$ cat src/sv/speq_pkg.sv
`timescale 1ns / 1ps

package speq_pkg;

   localparam logic ACT_PUSH = 1'b0;
   localparam logic ACT_POP  = 1'b1;

   localparam logic [1:0] RC_OK    = 2'd0;
   localparam logic [1:0] RC_EMPTY = 2'd1;
   localparam logic [1:0] RC_FULL  = 2'd2;

   localparam int OCC_W = 5;

   typedef struct packed {
      logic [7:0]         prio;
      logic [3:0]         sys;
      logic [3:0]         res;
      logic [7:0]         stat;
      logic signed [15:0] amt;
   } event_type;

   typedef struct packed {
      logic       load;
      logic       push;
      logic       pop;
      logic [1:0] code;
   } cmd_type;

   typedef struct packed {
      logic full;
      logic empty;
   } status_type;

endpackage

$ cat src/sv/speq_ctrl.sv
`timescale 1ns / 1ps

module speq_ctrl (
   input  logic                 clock,
   input  logic                 reset,
   input  logic                 req_valid,
   input  logic                 req_action,
   output logic                 req_stall,
   output logic                 rsp_valid,
   input  logic                 rsp_stall,
   input  speq_pkg::status_type status,
   output speq_pkg::cmd_type    cmd
);

   typedef enum logic {ST_EMPTY, ST_HOLD} state_type;

   state_type state_ff;
   state_type state_in;
   logic      accept;

   assign req_stall = (state_ff == ST_HOLD) && rsp_stall;
   assign accept    = req_valid && !req_stall;
   assign rsp_valid = (state_ff == ST_HOLD);

   always_comb begin
      cmd.load = accept;
      cmd.push = accept && (req_action == speq_pkg::ACT_PUSH) && !status.full;
      cmd.pop  = accept && (req_action == speq_pkg::ACT_POP) && !status.empty;
      if (req_action == speq_pkg::ACT_PUSH) begin
         cmd.code = status.full ? speq_pkg::RC_FULL : speq_pkg::RC_OK;
      end else begin
         cmd.code = status.empty ? speq_pkg::RC_EMPTY : speq_pkg::RC_OK;
      end
   end

   always_comb begin
      state_in = state_ff;
      unique case (state_ff)
         ST_EMPTY: begin
            if (accept) state_in = ST_HOLD;
         end
         ST_HOLD: begin
            if (accept) state_in = ST_HOLD;
            else if (!rsp_stall) state_in = ST_EMPTY;
         end
         default: state_in = ST_EMPTY;
      endcase
   end

   always_ff @(posedge clock) begin
      if (reset) begin
         state_ff <= ST_EMPTY;
      end else begin
         state_ff <= state_in;
      end
   end

endmodule

$ cat src/sv/speq_dp.sv
`timescale 1ns / 1ps

module speq_dp #(
   parameter int QUEUE_DEPTH = 16
) (
   input  logic                                clock,
   input  logic                                reset,
   input  speq_pkg::cmd_type                   cmd,
   output speq_pkg::status_type                status,
   input  speq_pkg::event_type                 req_event,
   output speq_pkg::event_type                 rsp_event,
   output logic [1:0]                          rsp_code,
   output logic [speq_pkg::OCC_W-1:0]          rsp_occupancy
);

   localparam int CW = $clog2(QUEUE_DEPTH + 1);

   speq_pkg::event_type entry_ff [QUEUE_DEPTH];
   speq_pkg::event_type entry_in [QUEUE_DEPTH];
   logic [QUEUE_DEPTH-1:0] ahead;
   logic [CW-1:0] count_ff;
   logic [CW-1:0] count_in;
   logic [CW+speq_pkg::OCC_W-1:0] count_ext;

   speq_pkg::event_type rsp_event_ff;
   logic [1:0] rsp_code_ff;
   logic [speq_pkg::OCC_W-1:0] rsp_occupancy_ff;

   assign status.full  = (count_ff == CW'(QUEUE_DEPTH));
   assign status.empty = (count_ff == '0);

   // Each cell compares itself with the new word; held cells form a sorted prefix.
   always_comb begin
      for (int i = 0; i < QUEUE_DEPTH; i++) begin
         ahead[i] = (CW'(i) < count_ff) && (entry_ff[i].prio >= req_event.prio);
      end
   end

   always_comb begin
      for (int i = 0; i < QUEUE_DEPTH; i++) begin
         entry_in[i] = entry_ff[i];
         if (cmd.push) begin
            if (ahead[i]) begin
               entry_in[i] = entry_ff[i];
            end else if (i == 0) begin
               entry_in[i] = req_event;
            end else if (ahead[i-1]) begin
               entry_in[i] = req_event;
            end else begin
               entry_in[i] = entry_ff[i-1];
            end
         end else if (cmd.pop && (i < QUEUE_DEPTH - 1)) begin
            entry_in[i] = entry_ff[i+1];
         end
      end
   end

   always_comb begin
      count_in = count_ff;
      if (cmd.push) begin
         count_in = count_ff + CW'(1);
      end else if (cmd.pop) begin
         count_in = count_ff - CW'(1);
      end
   end

   assign count_ext = {{speq_pkg::OCC_W{1'b0}}, count_in};

   always_ff @(posedge clock) begin
      if (reset) begin
         count_ff <= '0;
      end else begin
         count_ff <= count_in;
      end
   end

   always_ff @(posedge clock) begin
      for (int i = 0; i < QUEUE_DEPTH; i++) begin
         entry_ff[i] <= entry_in[i];
      end
      if (cmd.load) begin
         rsp_event_ff     <= cmd.pop ? entry_ff[0] : '0;
         rsp_code_ff      <= cmd.code;
         rsp_occupancy_ff <= count_ext[speq_pkg::OCC_W-1:0];
      end
   end

   assign rsp_event     = rsp_event_ff;
   assign rsp_code      = rsp_code_ff;
   assign rsp_occupancy = rsp_occupancy_ff;

endmodule

$ cat src/sv/stable_priority_event_queue_core.sv
// Latency: a result word is valid in the cycle after its request word is accepted.
// Throughput: one push or pop per cycle while the result side does not stall; the
// row of sorted cells, all updated together for each accepted word, sets this figure.
// Reset (synchronous, active high) empties the queue and drops any held result;
// the cells themselves are not cleared.
`timescale 1ns / 1ps

module stable_priority_event_queue_core #(
   parameter int QUEUE_DEPTH = 16
) (
   input  logic               clock,
   input  logic               reset,
   input  logic               req_valid,
   output logic               req_stall,
   input  logic               req_action,
   input  logic [7:0]         req_priority_req,
   input  logic [3:0]         req_system_id,
   input  logic [3:0]         req_resource_id,
   input  logic [7:0]         req_event_status,
   input  logic signed [15:0] req_amount,
   output logic               rsp_valid,
   input  logic               rsp_stall,
   output logic [1:0]         rsp_result_code,
   output logic [7:0]         rsp_out_priority,
   output logic [3:0]         rsp_out_system_id,
   output logic [3:0]         rsp_out_resource_id,
   output logic [7:0]         rsp_out_status,
   output logic signed [15:0] rsp_out_amount,
   output logic [4:0]         rsp_occupancy
);

   speq_pkg::cmd_type    cmd;
   speq_pkg::status_type status;
   speq_pkg::event_type  req_event;
   speq_pkg::event_type  rsp_event;

   assign req_event.prio = req_priority_req;
   assign req_event.sys  = req_system_id;
   assign req_event.res  = req_resource_id;
   assign req_event.stat = req_event_status;
   assign req_event.amt  = req_amount;

   speq_ctrl u_ctrl (
      .clock      (clock),
      .reset      (reset),
      .req_valid  (req_valid),
      .req_action (req_action),
      .req_stall  (req_stall),
      .rsp_valid  (rsp_valid),
      .rsp_stall  (rsp_stall),
      .status     (status),
      .cmd        (cmd)
   );

   speq_dp #(
      .QUEUE_DEPTH (QUEUE_DEPTH)
   ) u_dp (
      .clock         (clock),
      .reset         (reset),
      .cmd           (cmd),
      .status        (status),
      .req_event     (req_event),
      .rsp_event     (rsp_event),
      .rsp_code      (rsp_result_code),
      .rsp_occupancy (rsp_occupancy)
   );

   assign rsp_out_priority    = rsp_event.prio;
   assign rsp_out_system_id   = rsp_event.sys;
   assign rsp_out_resource_id = rsp_event.res;
   assign rsp_out_status      = rsp_event.stat;
   assign rsp_out_amount      = rsp_event.amt;

   a_full_not_empty: assert property (@(posedge clock) disable iff (reset)
      !(status.full && status.empty))
      else $error("queue reports full and empty at once");

   a_accept_gives_word: assert property (@(posedge clock) disable iff (reset)
      (req_valid && !req_stall) |=> rsp_valid)
      else $error("accepted request produced no result word");

   a_empty_pop_zero: assert property (@(posedge clock) disable iff (reset)
      (rsp_valid && (rsp_result_code == speq_pkg::RC_EMPTY)) |->
         (rsp_occupancy == 5'd0) && (rsp_out_priority == 8'd0))
      else $error("pop on empty queue returned data");

   a_never_both_cmds: assert property (@(posedge clock) disable iff (reset)
      !(cmd.push && cmd.pop))
      else $error("push and pop issued together");

endmodule

$ cat config.mk
export PLATFORM = sky130hd
export DESIGN_NAME = stable_priority_event_queue_core
export DESIGN_NICKNAME = d
export VERILOG_FILES = /design/src/sv/speq_pkg.sv /design/src/sv/speq_ctrl.sv /design/src/sv/speq_dp.sv /design/src/sv/stable_priority_event_queue_core.sv
export SDC_FILE = /design/constraint.sdc
export NUM_CORES = 2
export LEC_CHECK = 0
export ABC_AREA = 1
export BUFFER_PORTS_ARGS = -buffer_cell sky130_fd_sc_hd__clkbuf_2
export CAP_MARGIN = 25
export CORE_ASPECT_RATIO = 0.7
export CORE_MARGIN = 2
export CORE_UTILIZATION = 35
export DETAILED_ROUTE_END_ITERATION = 16
export PLACE_DENSITY = 0.46
export RECOVER_POWER = 25
export SLEW_MARGIN = 40
export SYNTH_ARGS = -nofsm -noshare
export SYNTH_HDL_FRONTEND = slang
export SYNTH_HIERARCHICAL = 1
export SYNTH_SLANG_ARGS = --single-unit
$ cat constraint.sdc
create_clock -name clock -period 5.7 [get_ports clock]
set_input_delay 1.14 -clock clock [delete_from_list [all_inputs] [get_ports clock]]
set_output_delay 1.14 -clock clock [all_outputs]
set_load 0.03 [all_outputs]
==> flow_metrics.tcl <==
set metrics [dict create \
    status "finished with violations" \
    violations "capacitance limit, slew limit" \
    met3_usage_pct 3.38 \
    finalCritPeriodShare_pct 81.9 \
    p_per_area_mw_per_mm2 337 \
    pwr-share-comb_pct 19.3 \
    ios 94 \
    synth_fa_ha_area_share_pct 4.22 \
    path_cells "nor2_1, nand2_1, nor2_1, inv_1, nand2_1, nor2_1, inv_1, nor2_1, inv_1, buf_4, nand2_2, buf_4" \
    layout.nets 5338 \
    synth_edf_count 687 \
    grt_pass1_wl_microns 190000 \
    syn_nets 5334 \
    worst-path-buf-inv 5 \
    switching_power_w 0.00460 \
    hold_path_depth 2 \
    post_cts_buffers 0 \
    setup_violations 0 \
    final_core_util_pct 39.1 \
    async_flop_share_pct 0 \
    placed_area_sq_mm 0.0411 \
    wl_per_cell_microns 18.7 \
    cts_hold_buf 0 \
    worst_setup_path_end_kind "flip-flop" \
    dr.pass1.iters 5 \
    fin_tns_setup_ps 0 \
    p_leak_nw 24.7 \
    core_area_sq_mm 0.111 \
    overflow 0 \
    num_vias 30900 \
    p_int_w 0.00998 \
    initial_utilization_pct 35.3 \
    ctsResizeCount 0 \
    crit_path_max_incr_delay_ps 730 \
    die_y_microns 284 \
    syn_area_sq_mm 0.0391 \
    cts_root_buffer "clkbuf_16" \
    finalHoldViolations 0 \
    cts_tree "yes" \
    synth-xor-area-share_pct 0.0671 \
    drc 0 \
    cts.sinks 693 \
    layout_commonest_cell "nand2_1" \
    synth_top_area_share_pct 52.7 \
    die_area_sq_mm 0.115 \
    setup.worst_path.start_class "flip-flop" \
    cap_violations 4 \
    power.total_w 0.0146 \
    fillers 11700 \
    antenna_found_initial 2 \
    grt_use_met2_pct 26.5 \
    antenna_left 0 \
    port_buffers 93 \
    clk_latency_ps 680 \
    synth_warnings 6 \
    drtIter0Drc 2894 \
    avgSynthCellArea_sq_um 7.59 \
    cts-buffers-inserted 81 \
    min_from "u_dp/entry_ff[1][305]" \
    clk_pin_slew_worst_paths_ps 60 \
    synth-seq-cells 693 \
    cp_top_family "simple AND/OR/NAND/NOR gates" \
    vias_per_cell 4.62 \
    htreeDepth 3 \
    r2r_cells 12 \
    p_sw_share_pct 31.5 \
    clock_path_buffers 3 \
    grt_max_degree 102 \
    slew_headroom_pct -105 \
    clkPwrFrac_pct 34.1 \
    synth_top_family_by_area "simple AND/OR/NAND/NOR gates" \
    grt_pass1_vias 29100 \
    hold_path_class "flip-flop to flip-flop" \
    arrival_ps 5010 \
    r2r-start "u_dp/count_ff[4]" \
    worst-setup-path-type "flip-flop to flip-flop" \
    fmax_mhz 214 \
    wl_microns 125000 \
    synth_compound_area_share_pct 1.50 \
    crit_fanout 34 \
    busiest_layer "met1" \
    synth-simple-area-share_pct 31.8 \
    place_congestion 0.810 \
    rows 102 \
    slowest_stage "inv_1" \
    crit_top_cell "nor2_1" \
    ir_drop_v 0.000210 \
    worstReg2RegEnd "u_dp/entry_ff[1][262]" \
    area_growth_syn_to_layout_pct 10.7 \
    stdcell_area_sq_mm 0.0433 \
    final_cell_mix "3,152 x nand2_1, 687 x edfxtp_1, 683 x inv_1, 132 x ha_1, 86 x clkbuf_1" \
    synth.area.top_cells "edfxtp_1 53%, nand2_1 30%, inv_1 6.6%, ha_1 4.2%, clkbuf_1 1.3%" \
    min_to "u_dp/entry_ff[1][265]" \
    synth_flop_cell "edfxtp_1" \
    cp.required_ps 6050 \
    fp.dieW_microns 404 \
    yosys.area.top_type "edfxtp_1" \
    worst_pin_slew_ps 3070 \
    diodes 0 \
    drive_above_1_share_pct 4.56 \
    post-dp-hpwl_microns 80900 \
    regToRegSetupSlack_ps 1030 \
    finalMaxSlewViolations 148 \
    track_usage_pct 21.6 \
    grt_setup_unrepaired "false" \
    muxShareOfSynthArea_pct 0 \
    met1_usage_pct 38.1 \
    synth_seq_area_share_pct 53.0 \
    netlist_instances 5157 \
    clock_skew_ps 27.4 \
    final.min_clock_period_ps 4670 \
    ys_types 29 \
    seqPwrFrac_pct 46.6 \
]
==> how the worst max path moves through the flow <==
| stage | from | to | slack [ps] | cells after the start |
|---|---|---|---|---|
| 2_1_floorplan | req_priority_req[5] | u_dp/entry_ff[1][280] | 1170 | 7 |
| 3_3_place_gp | rsp_stall | u_dp/entry_ff[1][252] | 1240 | 10 |
| 3_5_place_dp | rsp_stall | u_dp/entry_ff[1][257] | 1290 | 10 |
| 4_1_cts | u_dp/count_ff[4] | u_dp/entry_ff[1][262] | 1330 | 12 |
| 5_1_grt | u_dp/count_ff[4] | u_dp/entry_ff[1][262] | 820 | 12 |
| 6_report | u_dp/count_ff[4] | u_dp/entry_ff[1][262] | 1030 | 12 |
==> metal layers <==
layer | vias to the layer above | share of wire, %
met1 | 14200 | 57
met4 | 2 | 1.3
met5 | - | 0.0096
li1 | 15700 | -
met2 | 905 | 35
met3 | 112 | 6.6
==> sequential cells by signal, indices dropped and copies added, names as in the netlist <==
| register | count |
|---|---|
| u_dp/rsp_code | 2 |
| u_dp/entry_ff | 640 |
| u_dp/rsp_occupancy | 5 |
| u_ctrl/rsp_valid | 1 |
| u_dp/rsp_event | 40 |
| u_dp/count_ff | 5 |
==> stage by stage <==
stage / setup WS, ps / hold WS (ps) / std cells
finish: 1030 / 510 / 6679
CTS: 1330 / 512 / 6679
global placement: 1240 / 499 / 6534
global route: 819 / 532 / 6679
detailed placement: 1290 / 501 / 6534
floorplan: 1170 / 494 / 5157
==> power by group through the flow <==
stage	Sequential, W	Combinational [W]	Clock, W
floorplan	0.00681	0.00189	0
global placement	0.00690	0.00278	0
detailed placement	0.00690	0.00281	0
CTS	0.00680	0.00282	0.00512
global route	0.00686	0.00321	0.00530
finish	0.00680	0.00281	0.00497
==> Yosys cell counts, drive strengths merged (3+ instances only) <==
cell type  instances
nand2           3173
inv              691
edfxtp           687
clkbuf           140
ha               132
buf              105
nand3             58
o21ai             49
nor2              45
a21oi             38
o21a              14
dfxtp              6
nand4              6
nor3               3
xor2               3
==> final cells by class <==
class / count / area, sq um / share of cell area (%)
flip-flops and latches: 693 / 20700 / 47.9
multi-input cells: 3527 / 14800 / 34.1
inverters: 692 / 2610 / 6.01
clock buffers: 109 / 2170 / 5.02
well taps: 1456 / 1820 / 4.20
repair buffers: 166 / 990 / 2.28
clock inverters: 36 / 234 / 0.540
==> kinds of logic after synthesis <==
family	after synthesis
flops	693
fa+ha+maj	132
buf+inv	937
xor+xnor	3
simple gates	3286
compound gates	106
==> worst min-delay path, cell delays in order (launching register included) <==
cell and delay [ps]:
edfxtp_1 310, nand2_1 50, nand2_1 50
Note: power is estimated with default switching activity, not from simulation.
